### src/design/pswsc_pkg.sv
`default_nettype none
// ----------------------------------------------------------------------------
// Per-scope window statistics: shared package
// Payload types, the per-scope state row, function and word codes, and the
// command and status bundles between the controller and the datapath.
// ----------------------------------------------------------------------------
package pswsc_pkg;

    // Scope identifiers are 6 bits wide, so at most this many scopes exist.
    localparam int NUM_SLOTS = 64;

    // The percentile rank divides by 100 through a scaled reciprocal; the
    // result is exact for every dividend below 2**17.
    localparam int RANK_RECIP = 167773;
    localparam int RANK_SHIFT = 24;

    localparam logic [2:0] FUNC_BEGIN  = 3'd0;
    localparam logic [2:0] FUNC_ADD_T  = 3'd1;
    localparam logic [2:0] FUNC_ADD_A  = 3'd2;
    localparam logic [2:0] FUNC_END    = 3'd3;
    localparam logic [2:0] FUNC_QUERY  = 3'd4;
    localparam logic [2:0] FUNC_COMMIT = 3'd5;

    localparam logic [3:0] WORD_LAST_TIME  = 4'd0;
    localparam logic [3:0] WORD_AVG        = 4'd1;
    localparam logic [3:0] WORD_P95        = 4'd2;
    localparam logic [3:0] WORD_PEAK       = 4'd3;
    localparam logic [3:0] WORD_REP_TIME   = 4'd4;
    localparam logic [3:0] WORD_REP_CALLS  = 4'd5;
    localparam logic [3:0] WORD_REP_QUO    = 4'd6;
    localparam logic [3:0] WORD_TOT_CALLS  = 4'd7;
    localparam logic [3:0] WORD_LAST_CALLS = 4'd8;
    localparam logic [3:0] WORD_ALLOC_CNT  = 4'd9;
    localparam logic [3:0] WORD_FREE_CNT   = 4'd10;
    localparam logic [3:0] WORD_BYTES_ALOC = 4'd11;
    localparam logic [3:0] WORD_BYTES_FREE = 4'd12;
    localparam logic [3:0] WORD_FRAME      = 4'd13;

    localparam logic [1:0] DIV_AVG = 2'd1;
    localparam logic [1:0] DIV_QUO = 2'd2;

    typedef struct packed {
        logic [2:0]  func;
        logic [5:0]  scope_id;
        logic [31:0] elapsed_us;
        logic [31:0] alloc_count_delta;
        logic [31:0] free_count_delta;
        logic [31:0] bytes_alloc_delta;
        logic [31:0] bytes_freed_delta;
    } in_item_t;

    typedef struct packed {
        logic [3:0]  word_id;
        logic [63:0] value;
        logic        last;
    } out_item_t;

    typedef struct packed {
        logic [63:0]      frame_time;
        logic [31:0]      frame_calls;
        logic [3:0][63:0] frame_alloc;
        logic [3:0][63:0] last_alloc;
        logic [31:0]      last_time;
        logic [31:0]      last_calls;
        logic [31:0]      peak_time;
        logic [63:0]      total_time;
        logic [63:0]      total_calls;
        logic [63:0]      base_time;
        logic [63:0]      base_calls;
    } row_t;

    typedef struct packed {
        logic       load;
        logic       row_read;
        logic       row_write;
        logic       wzero;
        logic       row_inc;
        logic       q_init;
        logic       walk_init;
        logic       walk_step;
        logic       bit_step;
        logic       div_start;
        logic [1:0] div_sel;
        logic       frame_inc;
        logic       out_load;
        logic [3:0] word;
    } cmd_t;

    typedef struct packed {
        logic [2:0] func;
        logic       item_ok;
        logic       row_last;
        logic       n_zero;
        logic       walk_last;
        logic       bit_last;
        logic       div_done;
    } status_t;

endpackage
`default_nettype wire

### src/design/pswsc_ctrl.sv
`default_nettype none
// ----------------------------------------------------------------------------
// Per-scope window statistics: controller
// Sequences the clearing pass, scope sweeps, single-scope updates, the query
// walk and the result beats.
// ----------------------------------------------------------------------------
module pswsc_ctrl (
    input  wire logic               clk,
    input  wire logic               rst_n,
    input  wire logic               req_valid,
    output logic                    req_ready,
    output logic                    rsp_valid,
    input  wire logic               rsp_ready,
    input  wire pswsc_pkg::status_t status,
    output pswsc_pkg::cmd_t         cmd
);
    import pswsc_pkg::*;

    localparam logic [4:0] S_CLR   = 5'd0;
    localparam logic [4:0] S_IDLE  = 5'd1;
    localparam logic [4:0] S_DISP  = 5'd2;
    localparam logic [4:0] S_RD    = 5'd3;
    localparam logic [4:0] S_WR    = 5'd4;
    localparam logic [4:0] S_SW_RD = 5'd5;
    localparam logic [4:0] S_SW_WR = 5'd6;
    localparam logic [4:0] S_QCHK  = 5'd7;
    localparam logic [4:0] S_WALK  = 5'd10;
    localparam logic [4:0] S_DRAIN = 5'd11;
    localparam logic [4:0] S_BIT   = 5'd12;
    localparam logic [4:0] S_AVG   = 5'd13;
    localparam logic [4:0] S_AVGW  = 5'd14;
    localparam logic [4:0] S_QUO   = 5'd15;
    localparam logic [4:0] S_QUOW  = 5'd16;
    localparam logic [4:0] S_EMIT  = 5'd17;

    logic [4:0] state_reg;
    logic [4:0] state_next;
    logic [3:0] word_reg;
    logic [3:0] word_next;
    logic       rsp_valid_reg;
    logic       rsp_valid_next;

    always_comb
    begin
        cmd        = '0;
        state_next = state_reg;
        word_next  = word_reg;
        req_ready  = 1'b0;
        cmd.word   = word_reg;
        case (state_reg)
            S_CLR:
            begin
                cmd.row_write = 1'b1;
                cmd.wzero     = 1'b1;
                if (status.row_last)
                begin
                    state_next = S_IDLE;
                end
                else
                begin
                    cmd.row_inc = 1'b1;
                end
            end
            S_IDLE:
            begin
                req_ready = 1'b1;
                if (req_valid)
                begin
                    cmd.load   = 1'b1;
                    state_next = S_DISP;
                end
            end
            S_DISP:
            begin
                case (status.func)
                    FUNC_BEGIN, FUNC_END, FUNC_COMMIT:
                        state_next = S_SW_RD;
                    FUNC_ADD_T, FUNC_ADD_A, FUNC_QUERY:
                        state_next = status.item_ok ? S_RD : S_IDLE;
                    default:
                        state_next = S_IDLE;
                endcase
            end
            S_RD:
            begin
                cmd.row_read = 1'b1;
                state_next   = (status.func == FUNC_QUERY) ? S_QCHK : S_WR;
            end
            S_WR:
            begin
                cmd.row_write = 1'b1;
                state_next    = S_IDLE;
            end
            S_SW_RD:
            begin
                cmd.row_read = 1'b1;
                state_next   = S_SW_WR;
            end
            S_SW_WR:
            begin
                cmd.row_write = 1'b1;
                if (status.row_last)
                begin
                    cmd.frame_inc = (status.func == FUNC_END);
                    state_next    = S_IDLE;
                end
                else
                begin
                    cmd.row_inc = 1'b1;
                    state_next  = S_SW_RD;
                end
            end
            S_QCHK:
            begin
                cmd.q_init = 1'b1;
                if (status.n_zero)
                begin
                    state_next = S_AVG;
                end
                else
                begin
                    cmd.walk_init = 1'b1;
                    state_next    = S_WALK;
                end
            end
            S_WALK:
            begin
                cmd.walk_step = 1'b1;
                if (status.walk_last)
                begin
                    state_next = S_DRAIN;
                end
            end
            S_DRAIN:
            begin
                state_next = S_BIT;
            end
            S_BIT:
            begin
                cmd.bit_step = 1'b1;
                if (status.bit_last)
                begin
                    state_next = S_AVG;
                end
                else
                begin
                    cmd.walk_init = 1'b1;
                    state_next    = S_WALK;
                end
            end
            S_AVG:
            begin
                cmd.div_start = 1'b1;
                cmd.div_sel   = DIV_AVG;
                state_next    = S_AVGW;
            end
            S_AVGW:
            begin
                if (status.div_done)
                begin
                    state_next = S_QUO;
                end
            end
            S_QUO:
            begin
                cmd.div_start = 1'b1;
                cmd.div_sel   = DIV_QUO;
                state_next    = S_QUOW;
            end
            S_QUOW:
            begin
                if (status.div_done)
                begin
                    word_next  = WORD_LAST_TIME;
                    state_next = S_EMIT;
                end
            end
            S_EMIT:
            begin
                if (!rsp_valid_reg || rsp_ready)
                begin
                    cmd.out_load = 1'b1;
                    word_next    = word_reg + 4'd1;
                    if (word_reg == WORD_FRAME)
                    begin
                        state_next = S_IDLE;
                    end
                end
            end
            default:
            begin
                state_next = S_IDLE;
            end
        endcase
    end

    always_comb
    begin
        if (cmd.out_load)
        begin
            rsp_valid_next = 1'b1;
        end
        else if (rsp_ready)
        begin
            rsp_valid_next = 1'b0;
        end
        else
        begin
            rsp_valid_next = rsp_valid_reg;
        end
    end

    always_ff @(posedge clk or negedge rst_n)
    begin
        if (!rst_n)
        begin
            state_reg     <= S_CLR;
            word_reg      <= '0;
            rsp_valid_reg <= 1'b0;
        end
        else
        begin
            state_reg     <= state_next;
            word_reg      <= word_next;
            rsp_valid_reg <= rsp_valid_next;
        end
    end

    assign rsp_valid = rsp_valid_reg;
endmodule
`default_nettype wire

### config.mk
export PLATFORM = sky130hd
export DESIGN_NAME = pswsc_ctrl
export DESIGN_NICKNAME = d
export VERILOG_FILES = /design/src/design/pswsc_pkg.sv /design/src/design/pswsc_ctrl.sv
export SDC_FILE = /design/constraint.sdc
export NUM_CORES = 1
export LEC_CHECK = 0
export ABC_AREA = 0
export BUFFER_PORTS_ARGS = -buffer_cell sky130_fd_sc_hd__buf_2
export CAP_MARGIN = 10
export CORE_MARGIN = 1.5
export CORE_UTILIZATION = 42
export DETAILED_ROUTE_END_ITERATION = 10
export PLACE_DENSITY_LB_ADDON = 0.08
export SLEW_MARGIN = 20
export SYNTH_ARGS = -nofsm -noshare
export SYNTH_HDL_FRONTEND = slang
export SYNTH_SLANG_ARGS = --single-unit
### constraint.sdc
create_clock -name clk -period 2 [get_ports clk]
set_input_delay 0.3 -clock clk [delete_from_list [all_inputs] [get_ports clk]]
set_output_delay 0.3 -clock clk [all_outputs]
set_load 0.1 [all_outputs]
Word level (Yosys, flattened, before mapping) --
Index checks and enable logic that the tools add are counted.
Storage, ports and cells: bits in registers 10, input bits 13, output and inout bits 20, word-level logic and storage cells 83
Cells by class: add/sub/neg operators 1, equality and inequality tests 28, muxes and demuxes 38, reduce and logical (&&, ||, !) cells 13
Operators by type and width (count):
- 5-bit case mux with 15 select lines | 1
- 5-bit two-way mux | 7
- 5-bit by 4-bit == test with 1-bit output (second input constant) | 6
- 5-bit by 3-bit == test with 1-bit output (second input constant) | 4
- 1-bit two-way mux | 19
- 2-bit inequality test (second input constant) | 7
- 3-bit case mux with 2 select lines | 2
- 5-bit by 2-bit == test with 1-bit output (second input constant) | 2
- 5-bit == test (second input constant) | 2
- 3-bit two-way mux | 3
- 3-bit OR reduction | 3
- 4-bit two-way mux | 2
- 4-bit case mux with 2 select lines | 1
- 7-bit AND reduction | 1
- 3-bit by 2-bit == test with 1-bit output (second input constant) | 2
- 3-bit == test (second input constant) | 2
- 5-bit by 1-bit == test with 1-bit output (second input constant) | 1
- 5-bit logical NOT | 1
- 4-bit by 1-bit adder with 4-bit output (second input constant) | 1
- 4-bit == test (second input constant) | 1
- 2-bit two-way mux | 2
- 2-bit nonzero test | 2
- 2-bit OR reduction | 2
- 3-bit by 1-bit == test with 1-bit output (second input constant) | 1
- 5 further kinds | 5

Longest topological paths before layout --
word-level depth 5, mapped depth 6, mapped depth without buffers 6

Worst setup path after synthesis --
No wires, ideal clock.
path type reg-to-output, start register state_reg[3], end output port cmd[5] in the netlist's numbering, data arrival time 3.947 ns, setup slack -2.247 ns, stages on the path, launching flop included 5, path buffers 2, path through dfrtp_1 buf_6 clkbuf_1 or3_1 nor4_1
RTL lines:
- start: declaration | RTL line pswsc_ctrl.sv:36 | logic [4:0] state_reg;
- start signal: assignment | RTL line pswsc_ctrl.sv:223 | state_reg <= state_next;
- end: declaration | RTL line pswsc_ctrl.sv:15 | output pswsc_pkg::cmd_t cmd

==> summary.md <==
| Metric | Value |
|---|---|
| Synth Warn # | `0` |
| Max cap viols | `0` |
| Core Box Area | `2191 sq um` |
| Grt peak-use layer | `met2` |
| Wire length of the first global-routing pass | `4678 um` |
| Combinational fraction of design power | `82.8%` |
| Pre-CTS worst setup slack | `0.1175 ns` |
| Cell Int Power | `1.361 mW` |
| FF+latch area | `266.5 sq um` |
| GR Util met1 | `30.17%` |
| Vias/cell | `5.800` |
| Worst reg-to-reg setup slack | `0.11 ns` |
| Layout cells sized above 1 | `54.94%` |
| CTS root buffer | `clkbuf_4` |
| FMAX | `510.7 MHz` |
| Critical Path End Type | `output pin` |
| Htree depth | `1` |
| Number of flip-flops in the largest register | `5` |
| Max clock buf depth | `2` |
| Number of clock sinks | `10` |
| Multi-input gate area | `819.5 sq um` |
| IO buf count | `32` |
| R2R cell count | `5` |
| Worst-Skew Late Latency | `0.26 ns` |
| Slew margin rel. | `67.68%` |
| Mapped Area | `958.4 sq um` |
| Register area share after synthesis | `26.11%` |
| Clk pwr share | `5.9%` |
| Worst Hold End | `word_reg[2]` |
| Met3 usage | `6.250%` |
| Total global routing track utilization | `24.04%` |
| Crit share post-route | `97.91%` |
| Tmin final | `1.958 ns` |
| Unrepaired setup endpoints after global routing | `yes` |
| Die area | `2578 sq um` |
| Seq pwr share | `11.3%` |
| Vias in the first global route | `1048` |
| Vias | `1102` |
| Final GP Congestion | `0.9355` |
| Initial antenna violation count | `0` |
| Grt total ovfl | `0` |
| Crit-path max FO | `9` |
| Critical Path AT | `1.66 ns` |
| Syn_nets | `132` |
| Num rows | `17` |
| Critical Path RT | `1.70 ns` |
| Worst setup margin | `0.04180 ns` |
| Reg-to-reg startpoint | `state_reg[4]` |
| Reg clk slew, reported paths | `0.07 ns` |
| Final Hold Vio Count | `0` |
| Worst r2r dst | `state_reg[0]` |
| Initial DRC count | `37` |
| Hold path startpoint | `status[0]` |
| Met2 usage | `41.01%` |
| Max Clock Skew | `0.005324 ns` |
| Count of pins over their slew limit | `0` |
| Total iterations of the first detailed-routing run | `4` |
| Final ANT Viol Nets | `0` |
| Maximum vdd ir drop | `1.575 mV` |
| DRC | `0` |
| Total Wirelength | `2844 um` |
| Area grow syn2layout | `76.89%` |
| Hold_ws | `0.3956 ns` |
| CTS tree | `yes` |
| Net switching power | `1.667 mW` |
| Hold Path Depth | `3` |
| Startpoint types | `flip-flop` |
| TritonCTS buffer count | `3` |
| Synth Register Bits | `10` |
| # fillers | `145` |
| Hold Path Class | `in2reg` |
| Sw frac | `55.04%` |
| Die width | `50.77 um` |
| Leakage | `0.7048 nW` |
| Average instance area after synthesis | `8.192 sq um` |
| PwrDens | `1786 nW/um^2` |
| Layout Nets | `178` |
| Setup CP Type | `reg2out` |
| DP HPWL | `2182 um` |
| Ports | `33` |
| Status | `finished clean` |
| # setup viols final | `0` |
| Routed len/inst | `14.97 um` |
| Die H | `50.77 um` |
| Largest net degree at the start of global routing | `14` |
| Mapped Cells | `117` |
| Least-Margin Pin Slew | `0.4881 ns` |
| Ant diodes | `0` |
| Initial Util | `43.75%` |
| Number of distinct library cells after synthesis | `48` |
metal layers:
layer | up-vias | wire [um]
li1 | 514 | -
met1 | 525 | 1159
met2 | 57 | 1424
met3 | 6 | 206
met4 | 0 | 53
met5 | - | 0
kinds of logic (layout without fill, tap and decap cells):
family                   Yosys count  after routing  share of synthesized area [%]
AND/OR/NAND/NOR                   61             61                          37.86
flip-flops                        10             10                          26.11
AO/OA/AOI/OAI                     26             26                          20.89
buffers and inverters             13             58                          7.311
multiplexers                       1              1                          1.566
XOR/XNOR                           4              4                          3.655
adder cells (fa/ha/maj)            2              2                          2.611
worst max-delay path by stage:
stage | start | endpoint | slack (ns) | cells after the start
2_1_floorplan | state_reg[3] | cmd[5] | -0.44 | 4
3_3_place_gp | word_reg[1] | state_reg[1] | 0.17 | 6
3_5_place_dp | word_reg[1] | state_reg[1] | 0.12 | 6
4_1_cts | state_reg[4] | cmd[13] | 0.004 | 4
5_1_grt | state_reg[1] | cmd[11] | -0.004 | 4
6_report | state_reg[4] | cmd[11] | 0.04 | 4
area by class of cell:
cell class / count / share of cell area, %
tap: 28 / 2.066
sequential: 10 / 15.72
clock buffer: 4 / 2.140
inverter: 5 / 1.107
timing repair buffer: 49 / 30.63
multi-input combinational: 94 / 48.34
metrics by stage:
| stage | util (%) | setup TNS, ns | power [mW] | area (sq um) | instances |
|---|---|---|---|---|---|
| 6_report | 77.38 | 0 | 3.028 | 1695 | 190 |
| 5_1_grt | 77.38 | -0.004099 | 3.158 | 1695 | 190 |
| 4_1_cts | 76.19 | 0 | 2.987 | 1669 | 188 |
| 3_5_place_dp | 72.02 | 0 | 2.722 | 1578 | 179 |
| 3_3_place_gp | 72.02 | 0 | 2.686 | 1578 | 179 |
| 2_1_floorplan | - | -1.312 | 2.141 | 1172 | 117 |
synthesized netlist by cell type (all sizes together):
| cell type | n | area [sq um] |
|---|---|---|
| and2 | 1 | 6.260 |
| ha | 2 | 25.02 |
| o32ai | 2 | 17.52 |
| a21o | 1 | 7.510 |
| o31a | 1 | 8.760 |
| nand4 | 2 | 12.51 |
| nand3 | 5 | 25.02 |
| nor4 | 4 | 37.53 |
| a2bb2oi | 1 | 8.760 |
| and3 | 3 | 18.77 |
| o2bb2ai | 1 | 8.760 |
| nor3 | 4 | 20.02 |
| or4 | 1 | 7.510 |
| a41oi | 1 | 8.760 |
| or2b | 1 | 7.510 |
| o41ai | 1 | 8.760 |
| xor2 | 4 | 35.03 |
| or3b | 1 | 8.760 |
| or3 | 3 | 23.77 |
| o211a | 1 | 10.01 |
| nand3b | 3 | 22.52 |
| nor2b | 6 | 40.04 |
| a31oi | 1 | 6.260 |
| clkbuf | 3 | 11.26 |
| dfrtp | 10 | 250.2 |
| nor2 | 12 | 45.04 |
| o21ai | 7 | 35.03 |
| nand2 | 8 | 30.03 |
| nor4bb | 1 | 10.01 |
| a22oi | 1 | 7.510 |
| mux2 | 1 | 15.01 |
| or2 | 1 | 6.260 |
| nand2b | 3 | 18.77 |
| nor3b | 1 | 12.51 |
| a2111oi | 1 | 27.53 |
| o21a | 1 | 7.510 |
| inv | 5 | 18.77 |
| and4b | 1 | 10.01 |
| a21boi | 1 | 7.510 |
| o211ai | 2 | 15.01 |
| a21oi | 3 | 15.01 |
| buf | 5 | 40.04 |
critical path: stages, from the launching register on:
cell and delay [ns]:
dfrtp_2 0.47, nand3b_1 0.22, buf_4 0.18, o32ai_4 0.30, buf_12 0.21
power by group through the flow:
stage | clock network (mW) | logic (mW) | registers (mW)
floorplan | 0 | 1.77 | 0.367
global placement | 0 | 2.33 | 0.357
detailed placement | 0 | 2.36 | 0.362
CTS | 0.180 | 2.47 | 0.341
global route | 0.194 | 2.62 | 0.345
finish | 0.179 | 2.51 | 0.341
placed cells by master, fill, tap and decap left out, drive strengths merged, types with 2 or more instances in the layout:
master and n:
buf 48, nor2 12, dfrtp 10, nand2 8
o21ai 7, nor2b 6, nand3 5, inv 5
xor2 4, clkbuf 4, nor4 4, nor3 4
nand3b 3, or3 3, and3 3, nand2b 3
a21oi 3, nand4 2, o211ai 2, ha 2
o32ai 2
timing repair:
item                                    4_1_cts  5_1_grt
hold endpoints to repair                     10        0
hold buffers                                  1        0
endpoints found under the setup margin        6        7
pin swaps                                     2        2
setup buffers                                 4        2
gates resized for setup                       4        4
Note: power is estimated with default switching activity, not from simulation.
